==> src/rtl/tlex_pkg.sv <==
`default_nettype none
package tlex_pkg;

  localparam int MAX_TOKEN_LEN = 255;
  localparam int CNT_W         = $clog2(MAX_TOKEN_LEN + 1);
  localparam int WIN_DEPTH     = 6;
  localparam int NUM_KW        = 13;
  localparam int LEN_CAP       = 255;
  localparam int LEN_OVF_SHOWN = (MAX_TOKEN_LEN > LEN_CAP) ? LEN_CAP : MAX_TOKEN_LEN;

  // token kinds
  localparam logic [5:0] K_IDENT  = 6'd0;
  localparam logic [5:0] K_INT    = 6'd1;
  localparam logic [5:0] K_CHAR   = 6'd2;
  localparam logic [5:0] K_STR    = 6'd3;
  localparam logic [5:0] K_KW0    = 6'd4;
  localparam logic [5:0] K_KW_END = 6'd16;
  localparam logic [5:0] K_PLUS   = 6'd17;
  localparam logic [5:0] K_MINUS  = 6'd18;
  localparam logic [5:0] K_STAR   = 6'd19;
  localparam logic [5:0] K_SLASH  = 6'd20;
  localparam logic [5:0] K_LSS    = 6'd21;
  localparam logic [5:0] K_LEQ    = 6'd22;
  localparam logic [5:0] K_GRE    = 6'd23;
  localparam logic [5:0] K_GEQ    = 6'd24;
  localparam logic [5:0] K_EQL    = 6'd25;
  localparam logic [5:0] K_NEQ    = 6'd26;
  localparam logic [5:0] K_ASSIGN = 6'd27;
  localparam logic [5:0] K_SEMI   = 6'd28;
  localparam logic [5:0] K_COMMA  = 6'd29;
  localparam logic [5:0] K_LPAREN = 6'd30;
  localparam logic [5:0] K_RPAREN = 6'd31;
  localparam logic [5:0] K_LBRACK = 6'd32;
  localparam logic [5:0] K_RBRACK = 6'd33;
  localparam logic [5:0] K_LBRACE = 6'd34;
  localparam logic [5:0] K_RBRACE = 6'd35;
  localparam logic [5:0] K_ERR    = 6'd36;

  typedef enum logic [9:0] {
    M_IDLE  = 10'b00_0000_0001,
    M_IDENT = 10'b00_0000_0010,
    M_INT   = 10'b00_0000_0100,
    M_CHAR1 = 10'b00_0000_1000,
    M_CHAR2 = 10'b00_0001_0000,
    M_STR   = 10'b00_0010_0000,
    M_LT    = 10'b00_0100_0000,
    M_GT    = 10'b00_1000_0000,
    M_EQ    = 10'b01_0000_0000,
    M_BANG  = 10'b10_0000_0000
  } mode_t;

  typedef logic [0:WIN_DEPTH-1][7:0] kw_word_t;

  typedef struct packed {
    logic [5:0] kind;
    logic [7:0] len;
    logic       ovf;
    logic       last;
  } tok_t;

  typedef struct packed {
    mode_t      mode;
    logic       emit;
    logic [5:0] kind;
    logic       start;
    logic       add;
  } idle_t;

  localparam kw_word_t KW_TEXT [NUM_KW] = '{
    {"const", 8'h00}, {"int", 24'h0}, {"char", 16'h0}, {"void", 16'h0},
    {"main", 16'h0}, {"if", 32'h0}, {"else", 16'h0}, {"do", 32'h0},
    {"while", 8'h00}, {"for", 24'h0}, {"scanf", 8'h00}, {"printf"}, {"return"}
  };
  localparam logic [2:0] KW_LEN [NUM_KW] = '{
    3'd5, 3'd3, 3'd4, 3'd4, 3'd4, 3'd2, 3'd4, 3'd2, 3'd5, 3'd3, 3'd5, 3'd6, 3'd6
  };

  function automatic logic is_alpha(input logic [7:0] b);
    return (b >= "A" && b <= "Z") || (b >= "a" && b <= "z");
  endfunction

  function automatic logic is_digit(input logic [7:0] b);
    return b >= "0" && b <= "9";
  endfunction

  function automatic logic is_word(input logic [7:0] b);
    return is_alpha(b) || is_digit(b) || b == "_";
  endfunction

  function automatic logic is_space(input logic [7:0] b);
    return b == " " || (b >= 8'd9 && b <= 8'd13);
  endfunction

  function automatic logic [5:0] single_op(input logic [7:0] b);
    logic [5:0] k;
    unique case (b)
      "+":     k = K_PLUS;
      "-":     k = K_MINUS;
      "*":     k = K_STAR;
      "/":     k = K_SLASH;
      ";":     k = K_SEMI;
      ",":     k = K_COMMA;
      "(":     k = K_LPAREN;
      ")":     k = K_RPAREN;
      "[":     k = K_LBRACK;
      "]":     k = K_RBRACK;
      "{":     k = K_LBRACE;
      "}":     k = K_RBRACE;
      default: k = K_ERR;
    endcase
    return k;
  endfunction

  // Match a window of len bytes against the keyword list.
  function automatic logic [5:0] kw_lookup(input kw_word_t w, input logic [2:0] len);
    logic [5:0] k;
    logic       found;
    logic       hit;
    k     = K_IDENT;
    found = 1'b0;
    for (int i = 0; i < NUM_KW; i++) begin
      hit = (KW_LEN[i] == len);
      for (int j = 0; j < WIN_DEPTH; j++) begin
        if (3'(j) < KW_LEN[i] && w[j] != KW_TEXT[i][j]) begin
          hit = 1'b0;
        end
      end
      if (hit && !found) begin
        found = 1'b1;
        k     = K_KW0 + 6'(i);
      end
    end
    return k;
  endfunction

  function automatic logic [7:0] sat_len(input logic [CNT_W-1:0] c);
    logic [7:0] r;
    if (32'(c) > LEN_CAP) begin
      r = 8'(LEN_CAP);
    end else begin
      r = 8'(c);
    end
    return r;
  endfunction

  // Decide what a byte does when scanned from the idle state.
  function automatic idle_t idle_scan(input logic [7:0] b);
    idle_t s;
    s = '{mode: M_IDLE, emit: 1'b0, kind: K_ERR, start: 1'b0, add: 1'b0};
    if (is_space(b)) begin
      s.mode = M_IDLE;
    end else if (is_alpha(b) || b == "_") begin
      s.mode  = M_IDENT;
      s.start = 1'b1;
      s.add   = 1'b1;
    end else if (is_digit(b)) begin
      s.mode  = M_INT;
      s.start = 1'b1;
      s.add   = 1'b1;
    end else if (b == "'") begin
      s.mode  = M_CHAR1;
      s.start = 1'b1;
    end else if (b == "\"") begin
      s.mode  = M_STR;
      s.start = 1'b1;
    end else if (b == "<") begin
      s.mode = M_LT;
    end else if (b == ">") begin
      s.mode = M_GT;
    end else if (b == "=") begin
      s.mode = M_EQ;
    end else if (b == "!") begin
      s.mode = M_BANG;
    end else begin
      s.emit = 1'b1;
      s.kind = single_op(b);
    end
    return s;
  endfunction

endpackage
`default_nettype wire

==> src/rtl/tlex_if.sv <==
`default_nettype none
interface tlex_in_if;
  logic       valid;
  logic       ready;
  logic [7:0] text_byte;
  logic       end_of_text;

  modport source (output valid, output text_byte, output end_of_text, input ready);
  modport sink   (input valid, input text_byte, input end_of_text, output ready);
endinterface

interface tlex_out_if;
  logic       valid;
  logic       ready;
  logic [5:0] token_kind;
  logic [7:0] token_length;
  logic       length_overflow;
  logic       last_of_run;

  modport source (output valid, output token_kind, output token_length,
                  output length_overflow, output last_of_run, input ready);
  modport sink   (input valid, input token_kind, input token_length,
                  input length_overflow, input last_of_run, output ready);
endinterface
`default_nettype wire

==> src/rtl/token_lexer_c_subset_unit.sv <==
`default_nettype none
// Channel   Dir  Handshake      Payload
// in_chan   in   valid/ready    text_byte[7:0], end_of_text
// out_chan  out  valid/ready    token_kind[5:0], token_length[7:0],
//                               length_overflow, last_of_run
//
// One byte per cycle while the queue has room; a byte reaches out_chan via
// the input register, then the four-entry result queue. A byte that
// completes two tokens puts both in the queue at once; they leave one per
// cycle unless out_chan stalls; in_chan.ready drops while a held byte finds
// fewer than two free slots. Synchronous reset (rst_n low) idles the scanner
// and empties the queue; no clearing pass. Stalls hold the head token steady.
module token_lexer_c_subset_unit (
  input  wire logic   clk,
  input  wire logic   rst_n,
  tlex_in_if.sink     in_chan,
  tlex_out_if.source  out_chan
);

  localparam int QD   = 4;
  localparam int QC_W = $clog2(QD + 1);

  // input register
  logic       s_vld_r;
  logic [7:0] s_byte_r;
  logic       s_eot_r;
  logic       fire;
  logic       load;

  // scanner state
  tlex_pkg::mode_t          mode_r, mode_nxt;
  logic [tlex_pkg::CNT_W-1:0] cnt_r, cnt_nxt;
  logic                     ovf_r, ovf_nxt;
  tlex_pkg::kw_word_t       win_r, win_nxt;

  // result queue; entry 0 is the head
  tlex_pkg::tok_t  q_r [QD];
  tlex_pkg::tok_t  q_nxt [QD];
  logic [QC_W-1:0] q_cnt_r, q_cnt_nxt;
  logic [QC_W-1:0] qc_after;
  logic            pop;

  // tokens produced by the byte in the input register
  tlex_pkg::tok_t tok_a, tok_b, r0, r1;
  logic           a_v, b_v;
  logic [1:0]     n_tok;
  logic           rescan;
  logic           start, add;
  tlex_pkg::idle_t is_s;
  logic [tlex_pkg::CNT_W-1:0] base_cnt;
  logic           base_ovf;
  logic [5:0]     word_kind;
  logic [7:0]     cur_len;

  // Handshakes: advance the input register only when the queue can take two.
  assign pop      = out_chan.valid && out_chan.ready;
  assign qc_after = q_cnt_r - QC_W'(pop);
  assign fire     = s_vld_r && (qc_after <= QC_W'(QD - 2));
  assign in_chan.ready = !s_vld_r || fire;
  assign load     = in_chan.valid && in_chan.ready;

  always_ff @(posedge clk) begin
    if (!rst_n) begin
      s_vld_r <= 1'b0;
    end else if (load) begin
      s_vld_r <= 1'b1;
    end else if (fire) begin
      s_vld_r <= 1'b0;
    end
  end

  always_ff @(posedge clk) begin
    if (load) begin
      s_byte_r <= in_chan.text_byte;
      s_eot_r  <= in_chan.end_of_text;
    end
  end

  // Identifier kind: only short lexemes can be keywords.
  always_comb begin
    if (ovf_r || cnt_r > tlex_pkg::CNT_W'(tlex_pkg::WIN_DEPTH)) begin
      word_kind = tlex_pkg::K_IDENT;
    end else begin
      word_kind = tlex_pkg::kw_lookup(win_r, cnt_r[2:0]);
    end
  end

  assign cur_len = tlex_pkg::sat_len(cnt_r);
  assign is_s    = tlex_pkg::idle_scan(s_byte_r);

  // Scan one byte: tok_a is the token closed by the byte, tok_b the token the
  // byte itself forms when it is scanned again from idle.
  always_comb begin
    mode_nxt = mode_r;
    a_v      = 1'b0;
    tok_a    = '{kind: tlex_pkg::K_ERR, len: 8'd1, ovf: 1'b0, last: 1'b0};
    rescan   = 1'b0;
    start    = 1'b0;
    add      = 1'b0;

    if (s_eot_r) begin
      // flush the pending token and end the text
      mode_nxt = tlex_pkg::M_IDLE;
      unique case (mode_r)
        tlex_pkg::M_IDENT: begin
          a_v   = 1'b1;
          tok_a = '{kind: word_kind, len: cur_len, ovf: ovf_r, last: 1'b0};
        end
        tlex_pkg::M_INT: begin
          a_v   = 1'b1;
          tok_a = '{kind: tlex_pkg::K_INT, len: cur_len, ovf: ovf_r, last: 1'b0};
        end
        tlex_pkg::M_CHAR1, tlex_pkg::M_CHAR2, tlex_pkg::M_STR: begin
          a_v   = 1'b1;
          tok_a = '{kind: tlex_pkg::K_ERR, len: cur_len, ovf: ovf_r, last: 1'b0};
        end
        tlex_pkg::M_LT: begin
          a_v        = 1'b1;
          tok_a.kind = tlex_pkg::K_LSS;
        end
        tlex_pkg::M_GT: begin
          a_v        = 1'b1;
          tok_a.kind = tlex_pkg::K_GRE;
        end
        tlex_pkg::M_EQ: begin
          a_v        = 1'b1;
          tok_a.kind = tlex_pkg::K_ASSIGN;
        end
        tlex_pkg::M_BANG: begin
          a_v = 1'b1;
        end
        default: begin
          a_v = 1'b0;
        end
      endcase
    end else begin
      unique case (mode_r)
        tlex_pkg::M_IDENT: begin
          if (tlex_pkg::is_word(s_byte_r)) begin
            add = 1'b1;
          end else begin
            a_v    = 1'b1;
            tok_a  = '{kind: word_kind, len: cur_len, ovf: ovf_r, last: 1'b0};
            rescan = 1'b1;
          end
        end
        tlex_pkg::M_INT: begin
          if (tlex_pkg::is_digit(s_byte_r)) begin
            add = 1'b1;
          end else begin
            a_v    = 1'b1;
            tok_a  = '{kind: tlex_pkg::K_INT, len: cur_len, ovf: ovf_r, last: 1'b0};
            rescan = 1'b1;
          end
        end
        tlex_pkg::M_CHAR1: begin
          // any byte, a quote too, is the content byte
          add      = 1'b1;
          mode_nxt = tlex_pkg::M_CHAR2;
        end
        tlex_pkg::M_CHAR2: begin
          a_v = 1'b1;
          if (s_byte_r == "'") begin
            tok_a.kind = tlex_pkg::K_CHAR;
            mode_nxt   = tlex_pkg::M_IDLE;
          end else begin
            rescan = 1'b1;
          end
        end
        tlex_pkg::M_STR: begin
          if (s_byte_r == "\"") begin
            a_v      = 1'b1;
            tok_a    = '{kind: tlex_pkg::K_STR, len: cur_len, ovf: ovf_r, last: 1'b0};
            mode_nxt = tlex_pkg::M_IDLE;
          end else begin
            add = 1'b1;
          end
        end
        tlex_pkg::M_LT, tlex_pkg::M_GT, tlex_pkg::M_EQ, tlex_pkg::M_BANG: begin
          a_v = 1'b1;
          if (s_byte_r == "=") begin
            tok_a.len = 8'd2;
            mode_nxt  = tlex_pkg::M_IDLE;
            priority case (1'b1)
              mode_r == tlex_pkg::M_LT: tok_a.kind = tlex_pkg::K_LEQ;
              mode_r == tlex_pkg::M_GT: tok_a.kind = tlex_pkg::K_GEQ;
              mode_r == tlex_pkg::M_EQ: tok_a.kind = tlex_pkg::K_EQL;
              default:                  tok_a.kind = tlex_pkg::K_NEQ;
            endcase
          end else begin
            rescan = 1'b1;
            // a lone bang keeps the error kind
            priority case (1'b1)
              mode_r == tlex_pkg::M_LT: tok_a.kind = tlex_pkg::K_LSS;
              mode_r == tlex_pkg::M_GT: tok_a.kind = tlex_pkg::K_GRE;
              mode_r == tlex_pkg::M_EQ: tok_a.kind = tlex_pkg::K_ASSIGN;
              default:                  tok_a.kind = tlex_pkg::K_ERR;
            endcase
          end
        end
        default: begin
          rescan = 1'b1;
        end
      endcase
    end

    // scan the byte again from idle
    b_v   = rescan && is_s.emit;
    tok_b = '{kind: is_s.kind, len: 8'd1, ovf: 1'b0, last: 1'b1};
    if (rescan) begin
      mode_nxt = is_s.mode;
      start    = is_s.start;
      add      = is_s.add;
    end
  end

  // Lexeme bookkeeping: restart, then append the byte with saturation.
  always_comb begin
    base_cnt = start ? '0 : cnt_r;
    base_ovf = start ? 1'b0 : ovf_r;
    cnt_nxt  = base_cnt;
    ovf_nxt  = base_ovf;
    win_nxt  = win_r;
    if (add) begin
      if (base_cnt < tlex_pkg::CNT_W'(tlex_pkg::WIN_DEPTH)) begin
        win_nxt[base_cnt[2:0]] = s_byte_r;
      end
      if (base_cnt < tlex_pkg::CNT_W'(tlex_pkg::MAX_TOKEN_LEN)) begin
        cnt_nxt = base_cnt + tlex_pkg::CNT_W'(1);
      end else begin
        ovf_nxt = 1'b1;
      end
    end
  end

  always_ff @(posedge clk) begin
    if (!rst_n) begin
      mode_r <= tlex_pkg::M_IDLE;
      cnt_r  <= '0;
      ovf_r  <= 1'b0;
    end else if (fire) begin
      mode_r <= mode_nxt;
      cnt_r  <= cnt_nxt;
      ovf_r  <= ovf_nxt;
    end
  end

  // keyword window holds no reset: only written bytes are ever compared
  always_ff @(posedge clk) begin
    if (fire) begin
      win_r <= win_nxt;
    end
  end

  // Pack the produced tokens and mark the final one of the transaction.
  always_comb begin
    n_tok = 2'(a_v) + 2'(b_v);
    r0    = a_v ? tok_a : tok_b;
    r0.last = !(a_v && b_v);
    r1    = tok_b;
  end

  // Queue: drop the head on pop, then append at the new tail.
  always_comb begin
    for (int i = 0; i < QD; i++) begin
      if (pop && i < QD - 1) begin
        q_nxt[i] = q_r[(i + 1) % QD];
      end else begin
        q_nxt[i] = q_r[i];
      end
    end
    q_cnt_nxt = qc_after;
    if (fire) begin
      for (int i = 0; i < QD; i++) begin
        if (n_tok != 2'd0 && QC_W'(i) == qc_after) begin
          q_nxt[i] = r0;
        end
        if (n_tok == 2'd2 && QC_W'(i) == qc_after + QC_W'(1)) begin
          q_nxt[i] = r1;
        end
      end
      q_cnt_nxt = qc_after + QC_W'(n_tok);
    end
  end

  always_ff @(posedge clk) begin
    if (!rst_n) begin
      q_cnt_r <= '0;
    end else begin
      q_cnt_r <= q_cnt_nxt;
    end
  end

  always_ff @(posedge clk) begin
    for (int i = 0; i < QD; i++) begin
      q_r[i] <= q_nxt[i];
    end
  end

  assign out_chan.valid           = (q_cnt_r != '0);
  assign out_chan.token_kind      = q_r[0].kind;
  assign out_chan.token_length    = q_r[0].len;
  assign out_chan.length_overflow = q_r[0].ovf;
  assign out_chan.last_of_run     = q_r[0].last;

endmodule
`default_nettype wire

==> src/flat_wrapper.sv <==
// flat-port wrapper written by rule: the top's interface ports become plain ports
module token_lexer_c_subset_unit_flat 
  (clk, rst_n, in_chan_valid, in_chan_text_byte, in_chan_end_of_text, in_chan_ready, out_chan_valid, out_chan_token_kind, out_chan_token_length, out_chan_length_overflow, out_chan_last_of_run, out_chan_ready);
  tlex_in_if in_chan_i ();
  tlex_out_if out_chan_i ();
  input  wire logic clk;
  input  wire logic rst_n;
  input wire logic [$bits(in_chan_i.valid)-1:0] in_chan_valid;
  input wire logic [$bits(in_chan_i.text_byte)-1:0] in_chan_text_byte;
  input wire logic [$bits(in_chan_i.end_of_text)-1:0] in_chan_end_of_text;
  output wire logic [$bits(in_chan_i.ready)-1:0] in_chan_ready;
  output wire logic [$bits(out_chan_i.valid)-1:0] out_chan_valid;
  output wire logic [$bits(out_chan_i.token_kind)-1:0] out_chan_token_kind;
  output wire logic [$bits(out_chan_i.token_length)-1:0] out_chan_token_length;
  output wire logic [$bits(out_chan_i.length_overflow)-1:0] out_chan_length_overflow;
  output wire logic [$bits(out_chan_i.last_of_run)-1:0] out_chan_last_of_run;
  input wire logic [$bits(out_chan_i.ready)-1:0] out_chan_ready;
  assign in_chan_i.valid = in_chan_valid;
  assign in_chan_i.text_byte = in_chan_text_byte;
  assign in_chan_i.end_of_text = in_chan_end_of_text;
  assign in_chan_ready = in_chan_i.ready;
  assign out_chan_valid = out_chan_i.valid;
  assign out_chan_token_kind = out_chan_i.token_kind;
  assign out_chan_token_length = out_chan_i.token_length;
  assign out_chan_length_overflow = out_chan_i.length_overflow;
  assign out_chan_last_of_run = out_chan_i.last_of_run;
  assign out_chan_i.ready = out_chan_ready;
  token_lexer_c_subset_unit u_core (.clk(clk), .rst_n(rst_n), .in_chan(in_chan_i), .out_chan(out_chan_i));
endmodule
==> config.mk <==
export PLATFORM = sky130hd
export DESIGN_NAME = token_lexer_c_subset_unit_flat
export DESIGN_NICKNAME = d
export VERILOG_FILES = /design/src/rtl/tlex_pkg.sv /design/src/rtl/tlex_if.sv /design/src/rtl/token_lexer_c_subset_unit.sv /design/src/flat_wrapper.sv
export SDC_FILE = /design/constraint.sdc
export NUM_CORES = 1
export LEC_CHECK = 0
export BUFFER_PORTS_ARGS = -buffer_cell sky130_fd_sc_hd__buf_2
export CORE_MARGIN = 5
export CORE_UTILIZATION = 30
export DETAILED_ROUTE_END_ITERATION = 8
export PLACE_DENSITY = 0.5
export SYNTH_ARGS = -nofsm -noshare
export SYNTH_HDL_FRONTEND = slang
export SYNTH_SLANG_ARGS = --single-unit
==> constraint.sdc <==
create_clock -name clk -period 7.4 [get_ports clk]
set_clock_uncertainty 0.2 [all_clocks]
set_input_delay 1.48 -clock clk [delete_from_list [all_inputs] [get_ports clk]]
set_output_delay 1.48 -clock clk [all_outputs]
set_load 0.02 [all_outputs]
Word level (Yosys, flattened, before mapping)
Memories as Yosys holds them, arrays and structs flattened.
Index checks and enable logic that the tools add are counted.
{"block": "word_totals", "ff_bits": 80, "ramBits": 64, "in_bits": 13, "output_inout_bits": 18, "wordCells": 373, "memories": 1}
{"memory": "u_core.q_r", "depth": 4, "width": 16, "rd": 4, "rd_clocked_by_memory_dff": 0, "wr": 4, "line": "token_lexer_c_subset_unit.sv:37", "rtl": "tlex_pkg::tok_t q_r [QD];"}
{"block": "op_classes", "addsub": 5, "order_cmp": 14, "n_eq_ne": 83, "n_mux": 192, "n_bitwise": 1, "reduce_logical": 64}
{"operator": "$ne A8 B7 Y1 const B", "count": 39}
{"operator": "$mux W16", "count": 16}
{"operator": "$mux W10", "count": 15}
{"operator": "$eq A8 B6 Y1 const B", "count": 15}
{"operator": "$mux W6", "count": 20}
{"operator": "$mux W1", "count": 111}
{"operator": "$pmux W6 S12", "count": 1}
{"operator": "$mux W64", "count": 1}
{"operator": "$pmux W6 S5", "count": 2}
{"operator": "$mux W7", "count": 8}
{"operator": "$bwmux W48", "count": 1}
{"operator": "$eq A8 B7 Y1 const B", "count": 5}
{"operator": "$pmux W10 S4", "count": 1}
{"operator": "$mux W8", "count": 4}
{"operator": "$pmux W8 S4", "count": 1}
{"operator": "$logic_and A1 B1 Y1", "count": 30}
{"operator": "$demux W8 S3", "count": 1}
{"operator": "$eq A2 B3 Y1 const A", "count": 6}
{"operator": "$ge A8 B7 Y1 const B", "count": 2}
{"operator": "$le A8 B7 Y1 const B", "count": 2}
{"operator": "$logic_not A1 Y1", "count": 14}
{"operator": "$ne A4 B1 Y1 const B", "count": 3}
{"operator": "$eq A10 B10 Y1 const B", "count": 1}
{"operator": "$eq A10 B2 Y1 const B", "count": 1}
{"operator": "other kinds (43)", "count": 59}

Longest topological paths before layout
{"block": "depth", "word_depth": 64, "ltp_mapped": 16, "mapped_depth_nobuf": 14}

Least setup slack after synthesis
No wires, ideal clock.
{"block": "synth_timing", "kind": "input-to-reg", "from": "input out_chan_ready", "to": "register u_core.win_r[24] (netlist bit) (enable)", "setup_time_ns": 0.385, "arrival_ns": 4.844, "t_required_ns": 6.815, "setup_slack_ns": 1.971, "path_stages": 13, "path_buffers": 4, "cell_sequence": "and2_1 clkbuf_1 buf_1 clkbuf_1 ha_1 ha_1 nor2_1 nor2_1 and2_1 clkbuf_1 o311ai_4 nand2b_1 nor3b_1"}
{"block": "synth_between", "elab_chain_cells": 5}
{"element": "start, declared", "line": "flat_wrapper.sv:17", "rtl": "input wire logic [$bits(out_chan_i.ready)-1:0] out_chan_ready;"}
{"element": "$logic_and A1 B1 Y1", "line": "token_lexer_c_subset_unit.sv:56", "rtl": "assign pop = out_chan.valid && out_chan.ready;"}
{"element": "$sub A3 B1 Y3", "line": "token_lexer_c_subset_unit.sv:57", "rtl": "assign qc_after = q_cnt_r - QC_W'(pop);"}
{"element": "$le A3 B2 Y1", "line": "token_lexer_c_subset_unit.sv:58", "rtl": "assign fire = s_vld_r && (qc_after <= QC_W'(QD - 2));"}
{"element": "$logic_and A1 B1 Y1", "line": "token_lexer_c_subset_unit.sv:58"}
{"element": "$reduce_and A3 Y1 (no line)"}
{"element": "end signal, assigned", "line": "token_lexer_c_subset_unit.sv:251", "rtl": "win_r <= win_nxt;"}
{"element": "end, declared", "line": "token_lexer_c_subset_unit.sv:34", "rtl": "tlex_pkg::kw_word_t win_r, win_nxt;"}
Every way passes these cells.
A chain may end at the register's enable or synchronous reset.

==> results.rst <==
.. list-table::
   :header-rows: 1

   * - Metric
     - Value
   * - Run status
     - complete, no violations
   * - Clk Tree Root Cell
     - sky130_fd_sc_hd__clkbuf_16
   * - Main area contributors after synthesis
     - sky130_fd_sc_hd__edfxtp_1 (26%), sky130_fd_sc_hd__dfxtp_1 (17%), sky130_fd_sc_hd__mux2i_1 (5.4%)
   * - Total via count in the routed design
     - 6619
   * - Rel. slew slack
     - 11.1%
   * - Total of cells resized after clock tree synthesis
     - 0
   * - Cell with the largest stage delay on the worst path
     - sky130_fd_sc_hd__nand3_1
   * - Count of different cell masters after synthesis
     - 95
   * - Number of detailed-route iterations in the first pass
     - 5
   * - Worst setup slack for register-to-register paths
     - 2.48 ns
   * - Number of flip-flops and latches in the synthesized netlist
     - 144
   * - Clock tree from TritonCTS
     - done
   * - H-tree levels
     - 4
   * - Setup total negative slack
     - 0 ns
   * - Worst-skew pair later-pin latency
     - 0.43 ns
   * - Iteration-0 DRC count of the detailed router
     - 458
   * - Top cell type's share of synthesized area
     - 26.3%
   * - Final critical-path required period
     - 4.92 ns
   * - Peak supply drop
     - 256 uV
   * - Max Buffers Root-to-Sink
     - 2
   * - Post-place setup slack
     - 2.17 ns
   * - Period utilization
     - 66.4%
   * - Sort of element at the start of the critical path
     - flop
   * - Die footprint
     - 31200 sq um
   * - Number of vias per cell
     - 5.30
   * - Type of destination of the critical path
     - flop
   * - Die boundary width
     - 177 microns
   * - Fraction of layout instances using a drive strength above 1
     - 15.4%
   * - Crit path cell chain
     - or3b_1 -> nor3_4 -> a31oi_1 -> and3_4 -> o211ai_4 -> ha_1 -> nand3_1 -> a21oi_1 -> buf_4
   * - Number of antenna diodes
     - 0
   * - Actual transition at the worst max-transition pin
     - 1.33 ns
   * - Filler Cells Inserted
     - 2872
   * - FFs w/ async S/R, synth
     - 0%
   * - Post-synth EDFFs
     - 73
   * - Arrival time at the worst endpoint
     - 4.82 ns
   * - Critical path's top delay family
     - simple AND/OR/NAND/NOR gates
   * - Placeable core region
     - 27600 sq um
   * - Starting utilization of the core area
     - 30.2%
   * - Last weighted congestion value of the routability-driven placer
     - 0.897
   * - Num rows
     - 61
   * - Start of the worst register-to-register path
     - u_core.s_byte_r[5]$_DFFE_PP_
   * - Highest fanout seen on the critical path
     - 21
   * - Endpoints failing hold
     - 0
   * - Dpl hpwl
     - 16400 microns
   * - DRC violations left
     - 0
   * - Chip height
     - 177 microns
   * - Synthesized netlist net count
     - 880
   * - Worst Path Class, Setup
     - flop to flop
   * - Data required, critical path
     - 7.30 ns
   * - Fin nets
     - 879
   * - Main synth FF type
     - sky130_fd_sc_hd__edfxtp_1
   * - Largest stage delay on the critical path
     - 0.70 ns
   * - Setup crit start
     - u_core.s_byte_r[5]$_DFFE_PP_
   * - DRT antenna net count
     - 0
   * - Final worst setup slack
     - 2.48 ns
   * - Final total power
     - 2.73 mW
   * - Antenna violations before repair
     - 0
   * - Final slew viol count
     - 0
   * - Count of hold buffers inserted by post-cts repair
     - 0
   * - Multi-input gate area in the final layout
     - 4410 sq um
   * - Final hold slack
     - 0.331 ns
   * - RSZ-0062 raised after global routing
     - no
   * - Worst-path clk slew
     - 0.07 ns
   * - Number of buffers created by CTS
     - 17
   * - Leak pwr
     - 3.14 nW
   * - Sequential area share after synthesis
     - 43.3%
   * - GR Overflow Total
     - 0
   * - Number of clock sinks
     - 144
   * - Min-delay worst type
     - flop to flop
   * - Maximum clock frequency
     - 0.203 GHz
   * - Port buffer count
     - 30
   * - Synth Cell Area
     - 8340 sq um
   * - Logic depth of the worst register-to-register path
     - 9
   * - Final wirelength
     - 22900 microns
   * - Wire length of the first global-routing pass
     - 37000 microns
   * - Buf+Inv Stages, Crit Path
     - 1
   * - Area added between synthesis and finish
     - 12.1%
   * - Cells after synthesis
     - 858
   * - Final Util
     - 33.8%
   * - Number of setup violations in the final report
     - 0
   * - Maximum number of pins on one net before global-route repair
     - 49
   * - Global routing usage summed across all routing layers
     - 14.9%
   * - Cell type with the highest aggregate area in the netlist
     - sky130_fd_sc_hd__edfxtp_1
   * - Synthesized area per cell
     - 9.72 sq um
   * - Yosys Warn Count
     - 0
   * - Avg WL per Cell
     - 18.3 microns
   * - Total stage count of the critical path
     - 9
   * - Total power density per cell area
     - 292 nW/um^2
   * - Storage cell area
     - 3610 sq um
   * - Worst setup endpoint
     - u_core.q_r[3][4]$_SDFFCE_PP0P_
   * - Number of maximum-capacitance violations
     - 0
   * - Ports placed on the boundary
     - 31
   * - Terminus of the critical flop-to-flop path
     - u_core.q_r[3][4]$_SDFFCE_PP0P_
   * - Number of buffers inserted to repair setup after CTS
     - 0
   * - Via count of the first global-routing pass
     - 6422
-- worst min-delay path: stages (launching register included) --
cell and delay [ns]:
sky130_fd_sc_hd__dfxtp_1 0.33, sky130_fd_sc_hd__mux2i_1 0.06, sky130_fd_sc_hd__o21ai_0 0.12
-- metal layers --
layer / vias up / part of all wire [%] / track usage (%) / wire length (microns)
met5: - / 0 / 0 / 0
met4: 0 / 1.5 / 4.03 / 333
met3: 23 / 4.3 / 2.58 / 985
met2: 170 / 47 / 23.8 / 10800
met1: 3168 / 47 / 20.7 / 10800
li1: 3258 / - / - / -
-- through the flow --
step	cells	instance area [sq um]
floorplan	858	8340
global placement	1216	8750
detailed placement	1216	8750
CTS	1248	9350
global route	1248	9350
finish	1248	9350
-- flip-flops by register name, indices dropped and copies added, names as in the netlist --
name,flops
u_core.q_r,64
u_core.win_r,48
u_core.mode_r,10
u_core.cnt_r,8
u_core.s_byte_r,8
u_core.q_cnt_r,3
u_core.ovf_r,1
u_core.s_eot_r,1
u_core.s_vld_r,1
-- kinds of logic after synthesis --
logic type / count (synthesis) / synth area share [%]
muxes: 58 / 7.16
buffers and inverters: 72 / 3.80
adders and majority gates: 10 / 1.56
and+or+nand+nor: 383 / 28.0
DFF: 144 / 43.3
AOI/OAI and AO/OA: 186 / 15.6
xor gates and xnor gates: 5 / 0.525
-- cell type report --
type	count	area share, %
Sequential cell	144	38.6
Tap cell	378	5.06
Inverter	17	0.682
Multi-Input combinational cell	642	47.2
Timing Repair Buffer	35	2.01
Clock inverter	14	1.85
Clock buffer	18	4.60
-- Yosys cell counts, types with 20 or more instances --
cell / count
sky130_fd_sc_hd__a21oi_1: 39
sky130_fd_sc_hd__and3_1: 20
sky130_fd_sc_hd__clkbuf_1: 38
sky130_fd_sc_hd__dfxtp_1: 71
sky130_fd_sc_hd__edfxtp_1: 73
sky130_fd_sc_hd__mux2i_1: 45
sky130_fd_sc_hd__nand2_1: 62
sky130_fd_sc_hd__nand3_1: 36
sky130_fd_sc_hd__nand4_1: 25
sky130_fd_sc_hd__nor2_1: 60
sky130_fd_sc_hd__nor3_1: 23
sky130_fd_sc_hd__o21ai_0: 44
-- how the worst min path moves through the flow --
stage                                              start                            end  slack (ns)  depth (start not counted)
after detailed placement        u_core.q_r[0][5]$_DFF_P_       u_core.q_r[0][5]$_DFF_P_        0.33                          2
after floorplan                u_core.ovf_r$_SDFFE_PN0P_       u_core.q_r[1][1]$_DFF_P_        0.29                          2
final                           u_core.q_r[0][5]$_DFF_P_       u_core.q_r[0][5]$_DFF_P_        0.33                          2
after global routing       u_core.mode_r[5]$_SDFFE_PN0P_  u_core.mode_r[5]$_SDFFE_PN0P_        0.36                          2
after global placement    u_core.q_r[3][5]$_SDFFCE_PP0P_       u_core.q_r[2][5]$_DFF_P_        0.32                          2
after CTS                 u_core.q_r[3][4]$_SDFFCE_PP0P_       u_core.q_r[2][4]$_DFF_P_        0.34                          2
-- cells in the final DEF, fill, tap and decap left out, types with 25 or more instances in the layout --
| cell type | instances |
|---|---|
| sky130_fd_sc_hd__a21oi_1 | 39 |
| sky130_fd_sc_hd__dfxtp_1 | 71 |
| sky130_fd_sc_hd__buf_2 | 30 |
| sky130_fd_sc_hd__o21ai_0 | 44 |
| sky130_fd_sc_hd__nand2_1 | 62 |
| sky130_fd_sc_hd__nor2_1 | 60 |
| sky130_fd_sc_hd__mux2i_1 | 45 |
| sky130_fd_sc_hd__edfxtp_1 | 73 |
| sky130_fd_sc_hd__nand3_1 | 36 |
| sky130_fd_sc_hd__nand4_1 | 25 |
-- power by group --
group / leakage [nW] / switching (mW) / internal, mW
Clock: 0.293 / 0.360 / 0.510
Sequential: 1.24 / 0.109 / 1.00
Combinational: 1.61 / 0.442 / 0.310
Total: 3.14 / 0.911 / 1.82
Note: power is estimated with default switching activity, not from simulation.
